<file path="src/rtl/ccpg_pkg.sv">
// ----------------------------------------------------------------------------
// Clipped circle point generator package
// Shared widths, codes, the job record passed from the walker to the emitter,
// and the bounds check used when culling reflections.
// ----------------------------------------------------------------------------
package ccpg_pkg;

  // Coordinate width; the image registers carry one extra bit.
  localparam int COORD_BITS = 12;
  localparam int REG_BITS   = COORD_BITS + 1;
  localparam int DEC_BITS   = COORD_BITS + 5;
  localparam int NUM_REFL   = 8;
  localparam int REFL_BITS  = $clog2(NUM_REFL);

  // Decision value constants of the midpoint walk.
  localparam int DEC_INIT      = 3;
  localparam int DEC_INC_AXIAL = 6;
  localparam int DEC_INC_DIAG  = 10;

  // Reset value of both image registers.
  localparam logic [REG_BITS-1:0] IMAGE_RESET = REG_BITS'(1 << COORD_BITS);

  typedef logic [COORD_BITS-1:0]    coord_t;
  typedef logic [REG_BITS-1:0]      ext_t;
  typedef logic signed [DEC_BITS-1:0] dec_t;

  // Request kinds on the input channel.
  typedef enum logic {
    MODE_START = 1'b0,
    MODE_STEP  = 1'b1
  } mode_t;

  // Configuration register indexes.
  typedef enum logic {
    CFG_IMAGE_WIDTH  = 1'b0,
    CFG_IMAGE_HEIGHT = 1'b1
  } cfg_index_t;

  // One unit of work for the emitter: the octant point about a centre.
  typedef struct packed {
    coord_t cx;
    coord_t cy;
    coord_t x;
    coord_t y;
    logic   done;
    logic   empty;   // status-only request, no reflections at all
  } job_t;

  // True when a coordinate (with carry or borrow bit) lies inside the image.
  function automatic logic in_bounds(ext_t v, ext_t lim);
    in_bounds = !v[COORD_BITS] && (v < lim);
  endfunction

endpackage

</file>
<file path="src/rtl/ccpg_walker.sv">
// ----------------------------------------------------------------------------
// Circle walker
// Holds the octant walk state, applies one start or step request per accepted
// input, and hands the resulting octant point to the emitter as a job.
// ----------------------------------------------------------------------------
module ccpg_walker
  import ccpg_pkg::*;
(
  input  logic   clk,
  input  logic   rst,
  input  logic   in_valid,
  output logic   in_ready,
  input  mode_t  mode,
  input  coord_t center_x,
  input  coord_t center_y,
  input  coord_t radius,
  output logic   job_valid,
  output job_t   job,
  input  logic   job_take
);

  coord_t octant_x, octant_x_next;
  coord_t octant_y, octant_y_next;
  dec_t   decision, decision_next;
  coord_t centre_x_held, centre_x_held_next;
  coord_t centre_y_held, centre_y_held_next;
  logic   walk_finished, walk_finished_next;
  logic   step_idle;
  logic   accept;
  dec_t   x_ext, y_ext, r_ext;

  assign in_ready = !job_valid || job_take;
  assign accept   = in_valid && in_ready;

  assign x_ext = dec_t'({{(DEC_BITS-COORD_BITS){1'b0}}, octant_x});
  assign y_ext = dec_t'({{(DEC_BITS-COORD_BITS){1'b0}}, octant_y});
  assign r_ext = dec_t'({{(DEC_BITS-COORD_BITS){1'b0}}, radius});

  // Next walk state for the request at the input.
  always_comb begin
    octant_x_next      = octant_x;
    octant_y_next      = octant_y;
    decision_next      = decision;
    centre_x_held_next = centre_x_held;
    centre_y_held_next = centre_y_held;
    step_idle          = 1'b0;
    if (mode == MODE_START) begin
      centre_x_held_next = center_x;
      centre_y_held_next = center_y;
      octant_x_next      = '0;
      octant_y_next      = radius;
      decision_next      = dec_t'(DEC_INIT) - (r_ext <<< 1);
    end else if (walk_finished) begin
      // A step after the walk ended leaves the state alone.
      step_idle = 1'b1;
    end else if (decision[DEC_BITS-1] || (decision == '0)) begin
      decision_next = decision + (x_ext <<< 2) + dec_t'(DEC_INC_AXIAL);
      octant_x_next = octant_x + coord_t'(1);
    end else begin
      decision_next = decision + ((x_ext - y_ext) <<< 2) + dec_t'(DEC_INC_DIAG);
      octant_x_next = octant_x + coord_t'(1);
      octant_y_next = octant_y - coord_t'(1);
    end
    walk_finished_next = !(octant_x_next < octant_y_next);
  end

  // Walk state registers.
  always_ff @(posedge clk) begin
    if (rst) begin
      octant_x      <= '0;
      octant_y      <= '0;
      decision      <= '0;
      centre_x_held <= '0;
      centre_y_held <= '0;
      walk_finished <= 1'b1;
    end else if (accept) begin
      octant_x      <= octant_x_next;
      octant_y      <= octant_y_next;
      decision      <= decision_next;
      centre_x_held <= centre_x_held_next;
      centre_y_held <= centre_y_held_next;
      walk_finished <= walk_finished_next;
    end
  end

  // Job register toward the emitter.
  always_ff @(posedge clk) begin
    if (rst) begin
      job_valid <= 1'b0;
    end else begin
      job_valid <= accept || (job_valid && !job_take);
    end
  end

  always_ff @(posedge clk) begin
    if (accept) begin
      job.cx    <= centre_x_held_next;
      job.cy    <= centre_y_held_next;
      job.x     <= octant_x_next;
      job.y     <= octant_y_next;
      job.done  <= walk_finished_next;
      job.empty <= step_idle;
    end
  end

`ifndef SYNTHESIS
  a_zero_radius_done: assert property (@(posedge clk) disable iff (rst)
    accept && (mode == MODE_START) && (radius == '0) |=> walk_finished)
    else $error("start with zero radius left the walk open");

  a_job_held: assert property (@(posedge clk) disable iff (rst)
    job_valid && !job_take |=> job_valid && $stable(job))
    else $error("pending job changed before the emitter took it");

  a_finished_step_still: assert property (@(posedge clk) disable iff (rst)
    accept && (mode == MODE_STEP) && walk_finished
      |=> walk_finished && $stable(octant_x) && $stable(octant_y) && job.empty)
    else $error("step after finish moved the walk");
`endif

endmodule

</file>
<file path="src/rtl/ccpg_emitter.sv">
// ----------------------------------------------------------------------------
// Reflection emitter
// Takes a job, forms its eight reflections and keep mask, sends kept points
// (or one status item) via the output register, one per cycle unless stalled.
// ----------------------------------------------------------------------------
module ccpg_emitter
  import ccpg_pkg::*;
(
  input  logic   clk,
  input  logic   rst,
  input  ext_t   image_width,
  input  ext_t   image_height,
  input  logic   job_valid,
  input  job_t   job,
  output logic   job_take,
  output logic   out_valid,
  input  logic   out_ready,
  output coord_t point_x,
  output coord_t point_y,
  output logic   point_valid,
  output logic   last,
  output logic   done_res
);

  coord_t                cand_x [NUM_REFL];
  coord_t                cand_y [NUM_REFL];
  logic   [NUM_REFL-1:0] mask;
  logic                  status_pend;
  logic                  job_done;

  ext_t                  new_x [NUM_REFL];
  ext_t                  new_y [NUM_REFL];
  logic   [NUM_REFL-1:0] new_mask;
  ext_t                  cx_e, cy_e, x_e, y_e;

  logic [REFL_BITS-1:0]  sel;
  logic [NUM_REFL-1:0]   remaining;
  logic                  can_out;
  logic                  active;
  logic                  emit;
  logic                  emit_last;

  // Eight reflections of the job point, with carry/borrow kept for culling.
  assign cx_e = {1'b0, job.cx};
  assign cy_e = {1'b0, job.cy};
  assign x_e  = {1'b0, job.x};
  assign y_e  = {1'b0, job.y};

  always_comb begin
    new_x[0] = cx_e + x_e;  new_y[0] = cy_e + y_e;
    new_x[1] = cx_e - x_e;  new_y[1] = cy_e + y_e;
    new_x[2] = cx_e + x_e;  new_y[2] = cy_e - y_e;
    new_x[3] = cx_e - x_e;  new_y[3] = cy_e - y_e;
    new_x[4] = cx_e + y_e;  new_y[4] = cy_e + x_e;
    new_x[5] = cx_e + y_e;  new_y[5] = cy_e - x_e;
    new_x[6] = cx_e - y_e;  new_y[6] = cy_e + x_e;
    new_x[7] = cx_e - y_e;  new_y[7] = cy_e - x_e;
    for (int i = 0; i < NUM_REFL; i++) begin
      new_mask[i] = !job.empty && in_bounds(new_x[i], image_width)
                    && in_bounds(new_y[i], image_height);
    end
  end

  // Lowest pending reflection goes out first.
  always_comb begin
    sel = '0;
    for (int i = NUM_REFL - 1; i >= 0; i--) begin
      if (mask[i]) begin
        sel = REFL_BITS'(i);
      end
    end
    remaining      = mask;
    remaining[sel] = 1'b0;
  end

  assign can_out   = !out_valid || out_ready;
  assign active    = (mask != '0) || status_pend;
  assign emit      = can_out && active;
  assign emit_last = status_pend || (remaining == '0);
  assign job_take  = job_valid && (!active || (emit && emit_last));

  // Pending mask and status flag; a new job overrides the last emission.
  always_ff @(posedge clk) begin
    if (rst) begin
      mask        <= '0;
      status_pend <= 1'b0;
    end else if (job_take) begin
      mask        <= new_mask;
      status_pend <= (new_mask == '0);
    end else if (emit) begin
      if (status_pend) begin
        status_pend <= 1'b0;
      end else begin
        mask <= remaining;
      end
    end
  end

  always_ff @(posedge clk) begin
    if (job_take) begin
      job_done <= job.done;
      for (int i = 0; i < NUM_REFL; i++) begin
        cand_x[i] <= new_x[i][COORD_BITS-1:0];
        cand_y[i] <= new_y[i][COORD_BITS-1:0];
      end
    end
  end

  // Output register.
  always_ff @(posedge clk) begin
    if (rst) begin
      out_valid <= 1'b0;
    end else if (can_out) begin
      out_valid <= emit;
    end
  end

  always_ff @(posedge clk) begin
    if (emit) begin
      last     <= emit_last;
      done_res <= job_done;
      if (status_pend) begin
        point_x     <= '0;
        point_y     <= '0;
        point_valid <= 1'b0;
      end else begin
        point_x     <= cand_x[sel];
        point_y     <= cand_y[sel];
        point_valid <= 1'b1;
      end
    end
  end

`ifndef SYNTHESIS
  a_status_is_last: assert property (@(posedge clk) disable iff (rst)
    out_valid && !point_valid |-> last)
    else $error("status-only result not marked last");

  a_status_zero: assert property (@(posedge clk) disable iff (rst)
    out_valid && !point_valid |-> (point_x == '0) && (point_y == '0))
    else $error("status-only result carries a coordinate");

  a_status_exclusive: assert property (@(posedge clk) disable iff (rst)
    status_pend |-> (mask == '0))
    else $error("status item pending alongside kept points");
`endif

endmodule

</file>
<file path="src/rtl/clipped_circle_point_generator.sv">
// ----------------------------------------------------------------------------
// Clipped circle point generator
// Midpoint circle walk whose eight reflections are culled to the image.
//   Input stream: tuser = 0 starts a circle (centre and radius in tdata),
//   tuser = 1 advances the walk one step. Each request yields the kept
//   reflections of the octant point on the output stream, one per cycle when not stalled,
//   in the fixed reflection order; tlast marks the request's final result.
//   When nothing survives culling, one status result with the valid flag
//   low is sent. The done flag rides on every result of a request.
//   With the emitter idle, an accepted request passes the walker's job register,
//   the emitter's pending mask and status flag, and the output register before m_tvalid rises.
//   A request yields at most eight results, one per cycle unless stalled; the next
//   request is taken while the current one's results drain, so they stream without gaps.
//   Image width and height are written on the configuration port while idle;
//   both reset to 4096. Reset also leaves the walk finished, so steps before
//   the first start return a status result with done set.
//   A stalled receiver holds the output register; the emitter and the job
//   register behind it fill, and then tready drops on the input side.
// ----------------------------------------------------------------------------
module clipped_circle_point_generator
  import ccpg_pkg::*;
(
  input  logic        clk,
  input  logic        rst,
  // Input stream
  input  logic        s_tvalid,
  output logic        s_tready,
  input  logic [39:0] s_tdata,   // center_x [11:0], center_y [23:12], radius [35:24]
  input  logic        s_tuser,   // mode [0]
  // Output stream
  output logic        m_tvalid,
  input  logic        m_tready,
  output logic [23:0] m_tdata,   // point_x [11:0], point_y [23:12]
  output logic [1:0]  m_tuser,   // point_valid [0], done_res [1]
  output logic        m_tlast,
  // Configuration write port
  input  logic        cfg_wr_en,
  input  logic        cfg_index,
  input  logic [12:0] cfg_data
);

  ext_t   image_width;
  ext_t   image_height;
  logic   job_valid;
  job_t   job;
  logic   job_take;
  coord_t point_x;
  coord_t point_y;
  logic   point_valid;
  logic   done_res;

  // Image size registers.
  always_ff @(posedge clk) begin
    if (rst) begin
      image_width  <= IMAGE_RESET;
      image_height <= IMAGE_RESET;
    end else if (cfg_wr_en) begin
      unique case (cfg_index_t'(cfg_index))
        CFG_IMAGE_WIDTH:  image_width  <= cfg_data;
        CFG_IMAGE_HEIGHT: image_height <= cfg_data;
        default: ;
      endcase
    end
  end

  ccpg_walker u_walker (
    .clk       (clk),
    .rst       (rst),
    .in_valid  (s_tvalid),
    .in_ready  (s_tready),
    .mode      (mode_t'(s_tuser)),
    .center_x  (s_tdata[11:0]),
    .center_y  (s_tdata[23:12]),
    .radius    (s_tdata[35:24]),
    .job_valid (job_valid),
    .job       (job),
    .job_take  (job_take)
  );

  ccpg_emitter u_emitter (
    .clk          (clk),
    .rst          (rst),
    .image_width  (image_width),
    .image_height (image_height),
    .job_valid    (job_valid),
    .job          (job),
    .job_take     (job_take),
    .out_valid    (m_tvalid),
    .out_ready    (m_tready),
    .point_x      (point_x),
    .point_y      (point_y),
    .point_valid  (point_valid),
    .last         (m_tlast),
    .done_res     (done_res)
  );

  assign m_tdata = {point_y, point_x};
  assign m_tuser = {done_res, point_valid};

endmodule
</file>
<file path="config.mk">
export PLATFORM = sky130hd
export DESIGN_NAME = clipped_circle_point_generator
export DESIGN_NICKNAME = d
export VERILOG_FILES = /design/src/rtl/ccpg_pkg.sv /design/src/rtl/ccpg_walker.sv /design/src/rtl/ccpg_emitter.sv /design/src/rtl/clipped_circle_point_generator.sv
export SDC_FILE = /design/constraint.sdc
export NUM_CORES = 1
export LEC_CHECK = 0
export ABC_CLOCK_PERIOD_IN_PS = 5000
export BUFFER_PORTS_ARGS = -buffer_cell sky130_fd_sc_hd__buf_2
export CORE_MARGIN = 4
export CORE_UTILIZATION = 31
export DETAILED_ROUTE_END_ITERATION = 6
export PLACE_DENSITY = 0.43
export SLEW_MARGIN = 20
export SYNTH_ARGS = -nofsm -noshare
export SYNTH_HDL_FRONTEND = slang
export SYNTH_SLANG_ARGS = --single-unit
</file>
<file path="constraint.sdc">
create_clock -name clk -period 5 [get_ports clk]
set_input_delay 0.75 -clock clk [delete_from_list [all_inputs] [get_ports clk]]
set_output_delay 0.75 -clock clk [all_outputs]
set_load 0.02 [all_outputs]
</file>
==> metrics.md <==
| Metric | Value |
|---|---|
| Maximum Capacitance Violations | 0 |
| Top cells by area, synth | edfxtp_1 (26%), ha_1 (17%), dfxtp_1 (11%) |
| Top-area cell type share of the netlist area | 26.03% |
| Buf+Inv Stages, Crit Path | 1 |
| Final wirelength | 60020 microns |
| Register area share after synthesis | 36.55% |
| Highest Clock Rate | 219.7 MHz |
| Synth warn | 0 |
| R2r worst-path depth | 18 |
| Hold Crit Depth | 0 |
| Clock-pin transition on the worst setup and hold timing paths | 0.06 ns |
| Crit path DAT | 4.96 ns |
| # IOs | 89 |
| Sink Count | 273 |
| CP max-delay cell | edfxtp_1 |
| Distinct cells, synth | 87 |
| Layout Skew | 0.02933 ns |
| Hpwl dp | 47630 microns |
| Vias/cell | 5.056 |
| Worst Setup Start Kind | flop |
| GRT Util Overall | 17.62% |
| Hold slack | 0.4184 ns |
| Post-CTS Setup Repair Bufs | 0 |
| Area growth from synthesis to layout | 12.91% |
| Worst skew pair latency | 0.54 ns |
| Leakage | 9.019 nW |
| Max-slew violation count | 0 |
| RSZ-0062 raised after global routing | false |
| Number of filler cells placed in the layout | 6366 |
| EDFF count, synth | 170 |
| Number of global-route vias before repair | 15400 |
| Placed Cells | 2970 |
| Drt first pass iters | 5 |
| Worst Path Max Fanout | 5 |
| Worst path cell trace | inv_1 > ha_1 > nor2b_1 > o21ai_0 > a21boi_0 > o21ai_0 > a21oi_1 > a211o_1 > o41ai_1 > xnor2_1 > ha_1 > and4_1 > a21oi_1 > nand2_1 > a31o_2 > o32a_1 > o221ai_1 > a21oi_1 |
| Slew headroom | 26.48% |
| Via count | 15340 |
| Post-synthesis area per instance | 9.320 sq um |
| Row Count | 91 |
| Maximum vdd ir drop | 0.1766 mV |
| Power per cell area | 361.0 nW/um^2 |
| Final Hold Vio Count | 0 |
| Number of antenna violations at the first check in global routing | 0 |
| Initial Utilization | 31.54% |
| Share of post-route cells with drive strength above 1 | 10.61% |
| # hold bufs at CTS | 0 |
| Fin nets | 2512 |
| Die X | 259.5 microns |
| Drt initial violations | 827 |
| Largest net degree at the start of global routing | 63 |
| Kind of critical path | reg -> reg |
| Total die area | 67340 sq um |
| Setup crit end kind | flop |
| Min Tclk post-route | 4.552 ns |
| Synthesized Nets | 2446 |
| Antenna cells | 0 |
| First-pass GRT wire length | 91410 microns |
| Status | finished clean |
| Tcrit/Tclk final | 91.04% |
| Worst Tran Pin Value | 1.100 ns |
| Post-cts resize count | 0 |
| CTS H-Tree Depth | 2 |
| # DRC | 0 |
| Fin cells | 3033 |
| Worst Path Required | 5.40 ns |
| GRT overflow | 0 |
| Largest area contributor in the netlist | edfxtp_1 |
| Die H | 259.5 microns |
| Total negative slack | 0 ns |
| IO buf count | 84 |
| Routed Antenna Nets | 0 |
| Instance count on the critical path | 18 |
| CTS root buffer | clkbuf_16 |
| Top FF cell, synth | edfxtp_1 |
| Post-synthesis cell count | 2104 |
| CTS tree | done |
| Core area | 62170 sq um |
| Setup-failing EPs final | 0 |
| Routed WL per cell | 19.79 microns |
| CP delay by family, top | compound AO/OA/AOI/OAI gates |
| Synthesized area | 19610 sq um |
| Slowest cell delay on critical path | 0.50 ns |
| Fraction of registers with async set/reset | 0% |
| TritonCTS Buffers | 35 |
| Crit-path most repeated cell | a21oi_1 |
| Hold WC Path Type | reg -> reg |
| Clock Tree Buf Depth | 3 |
| Global placer's final weighted congestion | 0.8740 |
| Flops & latches, synth | 273 |
## layout make-up
type | count | area (sq um) | share of cell area [%]
Clock inverter | 9 | 103.9 | 0.4691
Tap cell | 837 | 1047 | 4.730
Inverter | 144 | 543.0 | 2.453
Timing Repair Buffer | 105 | 605.6 | 2.735
Multi-Input combinational cell | 1611 | 11600 | 52.40
Clock buffer | 54 | 1071 | 4.838
Sequential cell | 273 | 7167 | 32.37
## through the flow
step	util (%)	setup WS, ns	power, mW	area, sq um
floorplan	-	1.265	4.631	19610
global placement	33.72	0.4340	5.436	20970
detailed placement	33.72	0.4662	5.473	20970
CTS	35.61	0.4594	8.110	22140
global route	35.61	0.1778	8.502	22140
finish	35.61	0.4480	7.993	22140
## kinds of logic after synthesis
| kind of cell | after synthesis | share of synthesized area [%] |
|---|---|---|
| muxes | 62 | 3.458 |
| xor gates and xnor gates | 131 | 5.851 |
| AOI/OAI and AO/OA | 486 | 16.02 |
| and+or+nand+nor | 648 | 15.11 |
| DFF | 273 | 36.55 |
| adders and majority gates | 284 | 18.52 |
| buffers and inverters | 220 | 4.492 |
## worst register-to-register path, stage by stage (launching register included)
cell      delay (ns)
edfxtp_1        0.50
inv_1           0.27
ha_1            0.29
nor2b_1         0.13
o21ai_0         0.21
a21boi_0        0.17
o21ai_0         0.33
a21oi_1         0.17
a211o_1         0.33
o41ai_1         0.33
xnor2_1         0.22
ha_1            0.29
and4_1          0.20
a21oi_1         0.14
nand2_1         0.06
a31o_2          0.22
o32a_1          0.23
o221ai_1        0.25
a21oi_1         0.10
## power breakdown
part | leakage [nW] | internal, mW | switching [mW]
clock | 0.572 | 1.58 | 0.996
sequential | 2.47 | 2.70 | 0.132
combinational | 5.98 | 0.996 | 1.59
total | 9.02 | 5.27 | 2.72
## flip-flops by register name (all words and copies together) (netlist names), 8 cells and up
| signal | count |
|---|---|
| u_emitter.cand_x | 46 |
| u_emitter.point_y | 12 |
| u_walker.centre_x_held | 12 |
| u_walker.job | 50 |
| image_width | 13 |
| u_walker.octant_x | 12 |
| u_emitter.mask | 8 |
| u_walker.octant_y | 12 |
| u_walker.decision | 17 |
| u_emitter.point_x | 12 |
| u_emitter.cand_y | 46 |
| image_height | 13 |
| u_walker.centre_y_held | 12 |
## path summary, 6_finish.rpt
path	start	endpoint	slack [ns]
hold / removal	u_emitter.job_done	u_emitter.done_res	0.42
setup reg to reg	u_walker.job[15]	u_emitter.status_pend	0.45
setup / recovery	u_walker.job[15]	u_emitter.status_pend	0.45
hold reg to reg	u_emitter.job_done	u_emitter.done_res	0.42
## cell usage after synthesis, types with 18 or more instances
library cell / number
xor2_1: 31
nor2b_1: 30
a31oi_1: 20
nor3_1: 47
ha_1: 271
a21oi_1: 178
clkbuf_1: 59
edfxtp_1: 170
mux2_2: 46
nand2b_1: 22
a21o_1: 18
inv_1: 142
nor2_1: 200
a211oi_1: 35
nand2_1: 228
xnor2_1: 100
nand3_1: 21
o21ai_0: 84
dfxtp_1: 103
o21bai_1: 19
## layer usage
metal  up-vias  GRT usage, %  wire, microns
met5         -             0              0
met4         0         4.977           1465
met3        64         2.000           1881
met2       259         30.39          28610
met1      7330         23.39          28060
li1       7682             -              -
## cells in the final DEF, fill, tap and decap left out, drive strengths merged, types with 7 or more instances in the layout
cell and count:
a21oi 178, buf 105, nand3b 7, o41ai 11, o31ai 11, a222oi 11
inv 143, ha 271, and2 18, dfxtp 103, o211ai 16, nor2 200
a211o 7, mux2i 16, nor2b 30, o21bai 19, o21ai 88, nand2 228
nand4 11, xor2 31, nand2b 22, clkbuf 54, nand3 22, edfxtp 170
or3 18, a211oi 36, mux2 46, fa 11, a31oi 20, xnor2 100
nor3 48, o21a 14, nor4 10, and3 13, a21o 19
(Power assumes the default switching activity.)
